**config.mk**
```make
export PLATFORM = sky130hd
export DESIGN_NAME = ppom_book
export DESIGN_NICKNAME = d
export VERILOG_FILES = /design/src/ppom_book.sv
export SDC_FILE = /design/constraint.sdc
export NUM_CORES = 1
export LEC_CHECK = 0
export ABC_CLOCK_PERIOD_IN_PS = 14680
export BUFFER_PORTS_ARGS = -buffer_cell sky130_fd_sc_hd__buf_2
export CAP_MARGIN = 0
export CORE_ASPECT_RATIO = 1.75
export CORE_MARGIN = 5
export CORE_UTILIZATION = 40
export CTS_CLUSTER_SIZE = 8
export DETAILED_ROUTE_END_ITERATION = 8
export GPL_TIMING_DRIVEN = 0
export PLACE_DENSITY = 0.59
export SLEW_MARGIN = 0
export SYNTH_ARGS = -nofsm -noshare
export SYNTH_HDL_FRONTEND = slang
export SYNTH_SLANG_ARGS = --single-unit
```
**constraint.sdc**
```tcl
create_clock -name clk -period 14.68 [get_ports clk]
set_input_delay 2.202 -clock clk [delete_from_list [all_inputs] [get_ports clk]]
set_output_delay 2.202 -clock clk [all_outputs]
set_load 0.02 [all_outputs]
```
**src/ppom_book.sv**
```systemverilog
// one side of the book: price, amount and flag memory with one read port
// depends on nothing but its parameters
`default_nettype none
module ppom_book #(
	parameter int DEPTH = 16,
	parameter int VB = 48,
	localparam int AW = $clog2(DEPTH)
) (
	input wire logic clk,
	input wire logic we,
	input wire logic [AW-1:0] waddr,
	input wire logic [VB-1:0] wprice,
	input wire logic [VB-1:0] wamount,
	input wire logic wsim,
	input wire logic [AW-1:0] raddr,
	output logic [VB-1:0] rprice,
	output logic [VB-1:0] ramount,
	output logic rsim
);
	logic [VB-1:0] price_mem [DEPTH];
	logic [VB-1:0] amount_mem [DEPTH];
	logic sim_mem [DEPTH];

	always_ff @(posedge clk) begin
		if (we) begin
			price_mem[waddr] <= wprice;
			amount_mem[waddr] <= wamount;
			sim_mem[waddr] <= wsim;
		end
		rprice <= price_mem[raddr];
		ramount <= amount_mem[raddr];
		rsim <= sim_mem[raddr];
	end
endmodule
`default_nettype wire

```
; ---- Word-level counts from Yosys, hierarchy flattened
; Memories as Yosys holds them, arrays and structs flattened. A register that Yosys moved wholly into a read port is not among the register bits.
; Cells that the tools add are included.
[word_totals]
register_bits = 0
mem_bits_rw = 1552
inputBits = 107
output_inout_bits = 97
word_cells = 5
mem_count = 3
[classes]
mux = 2
[memory_table]
columns = memory, depth, width, read_ports, rd_clocked_by_memory_dff, wr, line
row1 = amount_mem, 16, 48, 1, 1, 1, 21  ; logic [VB-1:0] amount_mem [DEPTH];
row2 = price_mem, 16, 48, 1, 1, 1, 20  ; logic [VB-1:0] price_mem [DEPTH];
row3 = sim_mem, 16, 1, 1, 1, 1, 22  ; logic sim_mem [DEPTH];
[ops]
columns = operator, count
row1 = 1-bit 2-to-1 mux, 2

; ---- Logic depth before layout (Yosys ltp)
; Gate-level depths: netlist of the first run.
[depth]
depth_word = 2
mapped_depth = 6
ltp_nobuf = 3

; ---- Least setup slack after synthesis of the first run
; Ideal clock, no wire load.
[synth_timing]
path_type = input to register
start = in waddr[2]
end = mem amount_mem[0][0] (enable)
setup_ns = 0.673
arrival_time_ns = 9.277
required_ns = 14.007
setup_slack_ns = 4.730
cell_stages = 2
path_buffers = 0
path_cell_list = or3b_2 > nor3_1
[synth_lines]
columns = item, line
row1 = from (decl), 11  ; input wire logic [AW-1:0] waddr,
row2 = to (decl), 21
; Straight into the memory's write port.

==> run_results.csv, run 1 <==
group,metric,value,unit
outcome,status,"completed",
sta,slew_violations,0,
detailed_routing,vias,28600,
worst_setup_path,cp_max_fo,10,
global_route,grt_pass1_wl,217000,µm
global_route,grt.total_usage,19.1,%
worst_setup_path,cp.arrival,4.86,ns
detailed_routing,wl_per_cell,28.9,µm
clocking,hold_buffers,0,
worst_setup_path,r2r_start,"price_mem[8][47]$_DFFE_PP_",
clocking,cts_num_sinks,1649,
sta,finClkSkew,0.0318,ns
worst_setup_path,start_kind,"input pin",
clocking,path_clk_slew,0.05,ns
worst_setup_path,critPathCaptureType,"register",
cells_and_area,fillCellCount,11900,
detailed_routing,drc,0,
detailed_routing,totalWireLength,151000,µm
clocking,numCtsBuffers,224,
floorplan,fp.dieW,302,µm
synth,yosysUniqueCellTypes,18,
sta,hold_viol_final,0,
sta,fmax,0.243,GHz
sta,timing.final.crit_share,28.0,%
power_and_ir_drop,p_per_area,148,nW/µm²
global_route,grt_overflow,0,
clocking,cts_root_buffer,"clkbuf_16",
hold_path,hold_path.class,"reg2reg",
floorplan,fp.coreArea,149000,µm²
global_route,grt_max_degree,24,
synth,synth_nets,2591,
cells_and_area,multi_input_area,10800,µm²
cells_and_area,final_util,48.5,%
flow_run,drv_cap,0,
synth,syn_inst,2484,
cells_and_area,drive_above_1_share,31.4,%
worst_setup_path,reg2reg_depth,3,
synth,yosys_warnings,0,
floorplan,rows,187,
sta,slew_headroom,35.0,%
detailed_routing,first_iter_violations,2804,
clocking,post_cts_buffers,0,
cells_and_area,regArea,48500,µm²
synth,netlist_area,59900,µm²
hold_path,hold-path-cell-count,3,
synth,ys_ff_latch,1649,
sta,tightest_slew,0.975,ns
clocking,cts-resized-gates,0,
synth,avgSynthCellArea,24.1,µm²
clocking,clockBufferDepth,3,
cells_and_area,nets,3133,
floorplan,die-height,522,µm
global_route,antenna_found_initial,35,
worst_setup_path,cp.required,15.43,ns
detailed_routing,vias_per_cell,5.48,
hold_path,min-delay-start,"amount_mem[14][17]$_DFFE_PP_",
floorplan,die_area,158000,µm²
synth,yosysSeqAreaShare,81.1,%
clocking,cts_tree,"done",
clocking,clk_latency,0.82,ns
detailed_routing,dr.pass1.iters,5,
detailed_routing,ant_nets,0,
worst_setup_path,critPathKind,"in2reg",
sta,post-route-min-period,4.11,ns
placement,portBuffers,201,
power_and_ir_drop,irDropWorstVdd,136,µV
worst_setup_path,crit_start,"raddr[2]",
global_route,first_global_vias,31000,
placement,dp_hpwl,97200,µm
cells_and_area,areaGrowthSynthToFinish,20.3,%
clocking,h-tree-depth,4,
floorplan,start_util,40.3,%
sta,finalSetupViolations,0,
placement,place_congestion,0.713,
sta,rsz0062_at_grt,"no",
power_and_ir_drop,power_leakage,23.2,nW
sta,fin_tns_setup,0,ns
floorplan,ios,204,
[synthesized netlist by cell type, drive strengths merged]
library cell / instances / area share (%)
clkbuf: 51 / 0.32
and2: 1 / 0.010
or3b: 1 / 0.015
edfxtp: 1552 / 78
nand3b: 2 / 0.025
dfxtp: 97 / 3.2
buf: 78 / 0.73
nor2: 13 / 0.082
mux4: 388 / 15
nand2: 98 / 0.61
nor3: 4 / 0.033
a22oi: 194 / 2.4
nand2b: 2 / 0.021
nand3: 1 / 0.0084
nor2b: 2 / 0.021
[path summary, 6_finish.rpt]
path | end | slack, ns
hold / removal | ramount[17]$_DFF_P_ | 0.66
setup reg to reg | rprice[47]$_DFF_P_ | 13.21
hold reg to reg | ramount[17]$_DFF_P_ | 0.66
setup / recovery | rprice[25]$_DFF_P_ | 10.57
[flip-flops by register name, indices dropped and copies added (netlist names)]
| register | cells |
|---|---|
| amount_mem | 768 |
| price_mem | 768 |
| ramount | 48 |
| rprice | 48 |
| rsim | 1 |
| sim_mem | 16 |
[worst max-delay path, stage by stage]
cell,delay [ns]
buf_2,0.12
nor2_1,0.64
clkbuf_1,0.73
clkbuf_1,0.68
a22oi_1,0.31
nand2_1,0.15
[kinds of logic after synthesis]
family,count (synthesis),synth area share (%)
muxes,388,14.6
AOI/OAI and AO/OA,194,2.43
DFF,1649,81.1
buffers and inverters,129,1.05
and+or+nand+nor,124,0.830
[cells in the final DEF, fill, tap and decap left out, types with 3 or more instances in the layout]
cell          n
buf_16       10
inv_6         4
dfxtp_1      97
clkinv_8      3
nor3_2        4
buf_2       223
a22oi_1     194
mux4_2      388
diode_2      18
clkinv_16     4
buf_8         7
clkbuf_16   226
buf_4        30
nand2_1      98
clkbuf_1    230
buf_12       50
nor2_4       12
edfxtp_1   1552
buf_1        28
buf_6        46
[report_power, final]
group	switching, mW	internal [mW]
Combinational	0.330	0.199
Sequential	0.0326	5.27
Clock	1.92	2.88
[per-stage QoR]
stage / hold slack (ns) / std cells / setup slack [ns] / area, µm² / power [mW]
floorplan: 0.635 / 2484 / 4.73 / 59900 / 5.68
global placement: 0.657 / 4669 / -4.36 / 63400 / 5.91
detailed placement: 0.655 / 4784 / 9.74 / 65400 / 5.93
CTS: 0.650 / 5204 / 10.60 / 71900 / 10.7
global route: 0.684 / 5206 / 10.50 / 72000 / 11.0
finish: 0.664 / 5222 / 10.57 / 72000 / 10.6
[metal layers]
metal  GRT usage (%)  wire length [µm]  part of all wire [%]
met1            24.0             56700                    38
met3            4.54             11600                   7.7
met2            33.6             79600                    53
met4            4.96              3140                   2.1
met5               0               153                  0.10
[area by class of cell]
class	count	area share (%)
diodes	18	0.0626
plain buffers	129	0.872
well taps	1984	3.45
clock inverters	15	0.353
repair buffers	316	4.04
multi-input cells	706	15.0
clock buffers	405	8.79
flip-flops and latches	1649	67.4
(Power assumes the default switching activity.)
==> inputs of run 2 (changes only) <==
--- a/config.mk
+++ b/config.mk
@@ -5,7 +5,7 @@
 export SDC_FILE = /design/constraint.sdc
 export NUM_CORES = 1
 export LEC_CHECK = 0
-export ABC_CLOCK_PERIOD_IN_PS = 14680
+export ABC_CLOCK_PERIOD_IN_PS = 3400
 export BUFFER_PORTS_ARGS = -buffer_cell sky130_fd_sc_hd__buf_2
 export CAP_MARGIN = 0
 export CORE_ASPECT_RATIO = 1.75
@@ -14,7 +14,7 @@
 export CTS_CLUSTER_SIZE = 8
 export DETAILED_ROUTE_END_ITERATION = 8
 export GPL_TIMING_DRIVEN = 0
-export PLACE_DENSITY = 0.59
+export PLACE_DENSITY = 0.62
 export SLEW_MARGIN = 0
 export SYNTH_ARGS = -nofsm -noshare
 export SYNTH_HDL_FRONTEND = slang
==> constraint.sdc (replaced) <==
create_clock -name clk -period 3.4 [get_ports clk]
set_input_delay 0.51 -clock clk [delete_from_list [all_inputs] [get_ports clk]]
set_output_delay 0.51 -clock clk [all_outputs]
set_load 0.02 [all_outputs]
==> run_results.csv, run 2 (synthesis gave the netlist of run 1 again) <==
group,metric,value,unit
power_and_ir_drop,p_per_area,636,nW/µm²
cells_and_area,final_util,48.9,%
sta,fmax,0.401,GHz
power_and_ir_drop,irDropWorstVdd,534,µV
global_route,grt_pass1_wl,219000,µm
worst_setup_path,path_buf_inv,3,
worst_setup_path,reg2reg_depth,3,
cells_and_area,reg_top3,"amount_mem (768), price_mem (768)",
power_and_ir_drop,power_leakage,23.4,nW
worst_setup_path,worstPathCellList,"buf_2 -> nor2_1 -> clkbuf_1 -> clkbuf_1 -> a22oi_1 -> nand2_1",
worst_setup_path,reg2reg_to,"ramount[23]$_DFF_P_",
worst_setup_path,cp.arrival,3.21,ns
detailed_routing,vias_per_cell,5.52,
worst_setup_path,cp_slowest_cell,"clkbuf_1",
worst_setup_path,cp.required,4.12,ns
cells_and_area,final_cell_count_no_fill,5231,
detailed_routing,totalWireLength,152000,µm
sta,finClkSkew,0.0368,ns
worst_setup_path,start_kind,"input pin",
clocking,post_cts_buffers,0,
floorplan,fp.coreArea,149000,µm²
cells_and_area,mostFrequentLayoutCell,"edfxtp_1",
clocking,path_clk_slew,0.05,ns
sta,post-route-min-period,2.50,ns
clocking,clockBufferDepth,3,
cells_and_area,fin_area,72600,µm²
detailed_routing,drc,0,
placement,dp_cells,4759,
cells_and_area,areaGrowthSynthToFinish,21.2,%
global_route,antenna_found_initial,36,
sta,slew_headroom,31.1,%
cells_and_area,mostFrequentLayoutCells,"1552 x edfxtp_1, 388 x mux4_2, 232 x clkbuf_1, 224 x clkbuf_16, 223 x buf_2",
worst_setup_path,critPathCaptureType,"register",
cells_and_area,nets,3145,
floorplan,rows,187,
worst_setup_path,cp_max_fo,10,
sta,slew_violations,0,
clocking,numCtsBuffers,224,
worst_setup_path,crit_family,"buffers and inverters",
detailed_routing,dr.pass1.iters,6,
sta,hold_viol_final,0,
floorplan,fp.dieW,302,µm
detailed_routing,first_iter_violations,2956,
hold_path,hold_path.class,"in2reg",
detailed_routing,wl_per_cell,29.1,µm
outcome,status,"completed",
placement,portBuffers,201,
floorplan,ios,204,
detailed_routing,ant_nets,0,
floorplan,die_area,158000,µm²
cells_and_area,drive_above_1_share,30.6,%
clocking,clk_latency,0.82,ns
clocking,cts_root_buffer,"clkbuf_16",
sta,timing.final.crit_share,73.4,%
global_route,grt.total_usage,19.3,%
power_and_ir_drop,power,46.2,mW
global_route,first_global_vias,31200,
global_route,grt_max_degree,25,
placement,dp_hpwl,96700,µm
hold_path,min-delay-start,"wprice[14]",
placement,placed_area,65500,µm²
clocking,cts_num_sinks,1649,
worst_setup_path,r2r_slack,1.92,ns
floorplan,start_util,40.3,%
clocking,h-tree-depth,4,
hold_path,hold-path-cell-count,1,
global_route,grt_overflow,0,
sta,tightest_slew,1.03,ns
sta,finalSetupViolations,0,
detailed_routing,vias,28900,
flow_run,drv_cap,0,
worst_setup_path,crit_top_cell,"clkbuf_1",
sta,rsz0062_at_grt,"no",
worst_setup_path,critPathKind,"in2reg",
floorplan,die-height,522,µm
worst_setup_path,slowest_delay,0.73,ns
cells_and_area,fillCellCount,11800,
placement,place_congestion,0.714,
sta,whs,0.0616,ns
worst_setup_path,r2r_start,"amount_mem[3][23]$_DFFE_PP_",
clocking,cts_tree,"done",
hold_path,holdPathEnd,"price_mem[5][14]$_DFFE_PP_",
## run 2: metrics by stage
step            TNS, ns  setup slack, ns
5_1_grt               0            0.855
6_report              0            0.904
4_1_cts               0            0.960
3_5_place_dp          0           0.0814
3_3_place_gp   -5777.51            -3.92
2_1_floorplan   -531.46           -0.509
## run 2: how the worst max path moves through the flow
stage	startpoint	slack, ns	cells after the start	end
6_report	raddr[2]	0.90	6	rprice[25]$_DFF_P_
5_1_grt	raddr[2]	0.85	6	rprice[25]$_DFF_P_
3_3_place_gp	waddr[1]	-3.92	3	price_mem[13][41]$_DFFE_PP_
2_1_floorplan	waddr[2]	-0.51	2	amount_mem[1][0]$_DFFE_PP_
3_5_place_dp	raddr[2]	0.08	6	rprice[25]$_DFF_P_
4_1_cts	raddr[2]	0.96	6	rprice[25]$_DFF_P_
## run 2: timing repair
item	in CTS	in global routing
resized for setup	0	0
hold buffers	37	0
hold endpoints to repair	243	0
## run 2: report_power, final
part,switching (mW),internal (mW)
clock,8.43,12.5
sequential,0.146,22.8
combinational,1.45,0.896
## run 2: final cells by class
class                      instances  area, µm²  area share [%]
antenna                           13       32.5          0.0448
buffer                           129        628           0.865
clock buffer                     406       6300            8.68
clock inverter                    16        364           0.502
multi-input combinational        706      10800            14.9
sequential                      1649      48500            66.9
tap                             1984       2480            3.42
timing repair buffer             328       3390            4.67
## run 2: routing by layer
layer,track usage (%),vias to the layer above,wire [µm]
met5,0,-,188
met4,4.80,28,3110
met3,5.04,253,12300
met2,34.1,1323,81100
met1,23.7,15400,55700
li1,-,11800,-
## run 2: worst register-to-register path: cells and delay by family, from the launching register on
| family | cells | cell delay [ns] |
|---|---|---|
| AOI/OAI and AO/OA | 1 | 0.25 |
| DFF | 1 | 0.39 |
| muxes | 1 | 0.49 |
| and+or+nand+nor | 1 | 0.18 |
==> inputs of run 3 (changes only) <==
--- a/config.mk
+++ b/config.mk
@@ -5,7 +5,7 @@
 export SDC_FILE = /design/constraint.sdc
 export NUM_CORES = 1
 export LEC_CHECK = 0
-export ABC_CLOCK_PERIOD_IN_PS = 3400
+export ABC_CLOCK_PERIOD_IN_PS = 2000
 export BUFFER_PORTS_ARGS = -buffer_cell sky130_fd_sc_hd__buf_2
 export CAP_MARGIN = 0
 export CORE_ASPECT_RATIO = 1.75
==> constraint.sdc (replaced) <==
create_clock -name clk -period 2 [get_ports clk]
set_input_delay 0.3 -clock clk [delete_from_list [all_inputs] [get_ports clk]]
set_output_delay 0.3 -clock clk [all_outputs]
set_load 0.02 [all_outputs]
==> run_results.csv, run 3 (synthesis gave the netlist of run 1 again) <==
group,metric,value,unit
outcome,status,"finished with violations",
outcome,violations,"setup timing",
clocking,clk_latency,0.82,ns
cells_and_area,fin_area,73100,µm²
placement,dp_slack,-1.07,ns
worst_setup_path,critPathCaptureType,"register",
placement,dp_hpwl,95600,µm
cells_and_area,mostFrequentLayoutCell,"edfxtp_1",
cells_and_area,fillCellCount,11700,
worst_setup_path,r2r_start,"price_mem[0][24]$_DFFE_PP_",
worst_setup_path,crit_start,"raddr[1]",
clocking,path_clk_slew,0.05,ns
power_and_ir_drop,power_leakage,23.7,nW
detailed_routing,vias_per_cell,5.42,
clocking,numCtsBuffers,224,
floorplan,die-height,522,µm
power_and_ir_drop,p_per_area,1070,nW/µm²
sta,slew_headroom,33.3,%
placement,place_congestion,0.728,
global_route,grt.total_usage,18.9,%
detailed_routing,dr.pass1.iters,5,
cells_and_area,drive_above_1_share,30.3,%
worst_setup_path,worstPathCellList,"buf_2 -> buf_2 -> buf_1 -> mux4_2 -> a22oi_1 -> nand2_1",
clocking,clockBufferDepth,3,
sta,whs,0.0738,ns
cells_and_area,regArea,48500,µm²
floorplan,rows,187,
sta,fin_tns_setup,-0.0274,ns
sta,timing.final.ws_setup,-0.0252,ns
hold_path,hold-path-cell-count,3,
sta,slew_violations,0,
hold_path,min-delay-start,"waddr[3]",
detailed_routing,vias,28700,
global_route,antenna_found_initial,25,
sta,fmax,0.494,GHz
cells_and_area,final_util,49.2,%
flow_run,drv_cap,0,
hold_path,hold_path.class,"in2reg",
floorplan,start_util,40.3,%
detailed_routing,ant_nets,0,
sta,finClkSkew,0.0221,ns
worst_setup_path,reg2reg_to,"rprice[24]$_DFF_P_",
cells_and_area,mostFrequentLayoutCells,"1552 x edfxtp_1, 388 x mux4_2, 228 x clkbuf_16, 224 x buf_2, 219 x clkbuf_1",
worst_setup_path,cp.arrival,2.67,ns
worst_setup_path,crit_top_cell,"buf_2",
worst_setup_path,start_kind,"input pin",
detailed_routing,drc,0,
worst_setup_path,slowest_delay,0.73,ns
power_and_ir_drop,power,77.9,mW
global_route,grt_pass1_wl,216000,µm
clocking,cts_root_buffer,"clkbuf_16",
worst_setup_path,cp.required,2.64,ns
sta,post-route-min-period,2.03,ns
detailed_routing,first_iter_violations,2645,
placement,portBuffers,201,
cells_and_area,reg_top3,"amount_mem (768), price_mem (768)",
worst_setup_path,reg2reg_depth,3,
sta,finalSetupViolations,2,
clocking,cts_num_sinks,1649,
floorplan,fp.coreArea,149000,µm²
cells_and_area,nets,3217,
worst_setup_path,path_depth,6,
placement,placed_area,65500,µm²
sta,hold_viol_final,0,
sta,tightest_slew,0.998,ns
global_route,grt_overflow,0,
hold_path,holdPathEnd,"price_mem[13][1]$_DFFE_PP_",
worst_setup_path,cp_slowest_cell,"buf_1",
power_and_ir_drop,irDropWorstVdd,873,µV
worst_setup_path,cp_max_fo,10,
global_route,first_global_vias,31200,
floorplan,fp.dieW,302,µm
floorplan,ios,204,
sta,rsz0062_at_grt,"yes",
detailed_routing,wl_per_cell,28.2,µm
cells_and_area,final_cell_count_no_fill,5289,
detailed_routing,totalWireLength,149000,µm
placement,dp_cells,4759,
worst_setup_path,r2r_slack,0.55,ns
cells_and_area,multi_input_area,10800,µm²
floorplan,die_area,158000,µm²
clocking,h-tree-depth,4,
sta,timing.final.crit_share,101,%
cells_and_area,areaGrowthSynthToFinish,22.1,%
worst_setup_path,path_buf_inv,3,
worst_setup_path,critPathKind,"in2reg",
worst_setup_path,crit_family,"buffers and inverters",
clocking,cts_tree,"done",
global_route,grt_max_degree,24,
## run 3: changes by cell type in the layout (fill, tap and decap cells not counted), sizes merged, moves of 2 or more
cell         previous run  this run
clkinv                 10         6
diode                  13        10
dlygate4sd3            37       105
clkbuf                457       455
## run 3: worst max-delay path by stage
stage | end | slack (ns)
detailed placement | rprice[24]$_DFF_P_ | -1.07
global placement | price_mem[8][38]$_DFFE_PP_ | -4.69
finish | rprice[24]$_DFF_P_ | -0.03
floorplan | amount_mem[0][0]$_DFFE_PP_ | -1.55
CTS | price_mem[3][41]$_DFFE_PP_ | 0.03
global route | rprice[22]$_DFF_P_ | -0.01
## run 3: routing by layer
metal / vias to the layer above / share of wire [%] / track usage (%)
met2: 1069 / 54 / 34.2
met3: 232 / 6.0 / 3.83
met1: 15400 / 37 / 23.1
met5: - / 0.084 / 0
li1: 12000 / - / -
met4: 20 / 2.2 / 5.20
## run 3: timing repair
item,4_1_cts,5_1_grt
pin swaps,0,2
setup buffers,0,4
endpoints found under the setup margin,23,45
hold buffers,105,0
resized for setup,3,14
endpoints found under the hold margin,1558,0
## run 3: report_power, final
group	internal, mW	switching (mW)
Combinational	1.60	2.47
Clock	21.1	13.8
Sequential	38.7	0.248
Total	61.4	16.5
## run 3: final cells by class
type,count,area share [%]
well taps,1984,3.40
repair buffers,400,5.55
plain buffers,129,0.875
clock buffers,399,8.68
diodes,10,0.0342
multi-input cells,706,14.8
flip-flops and latches,1649,66.4
clock inverters,12,0.224
## run 3: worst min-delay path: stages
cell	delay [ns]
buf_2	0.13
nand3_4	0.15
nor2_4	0.10
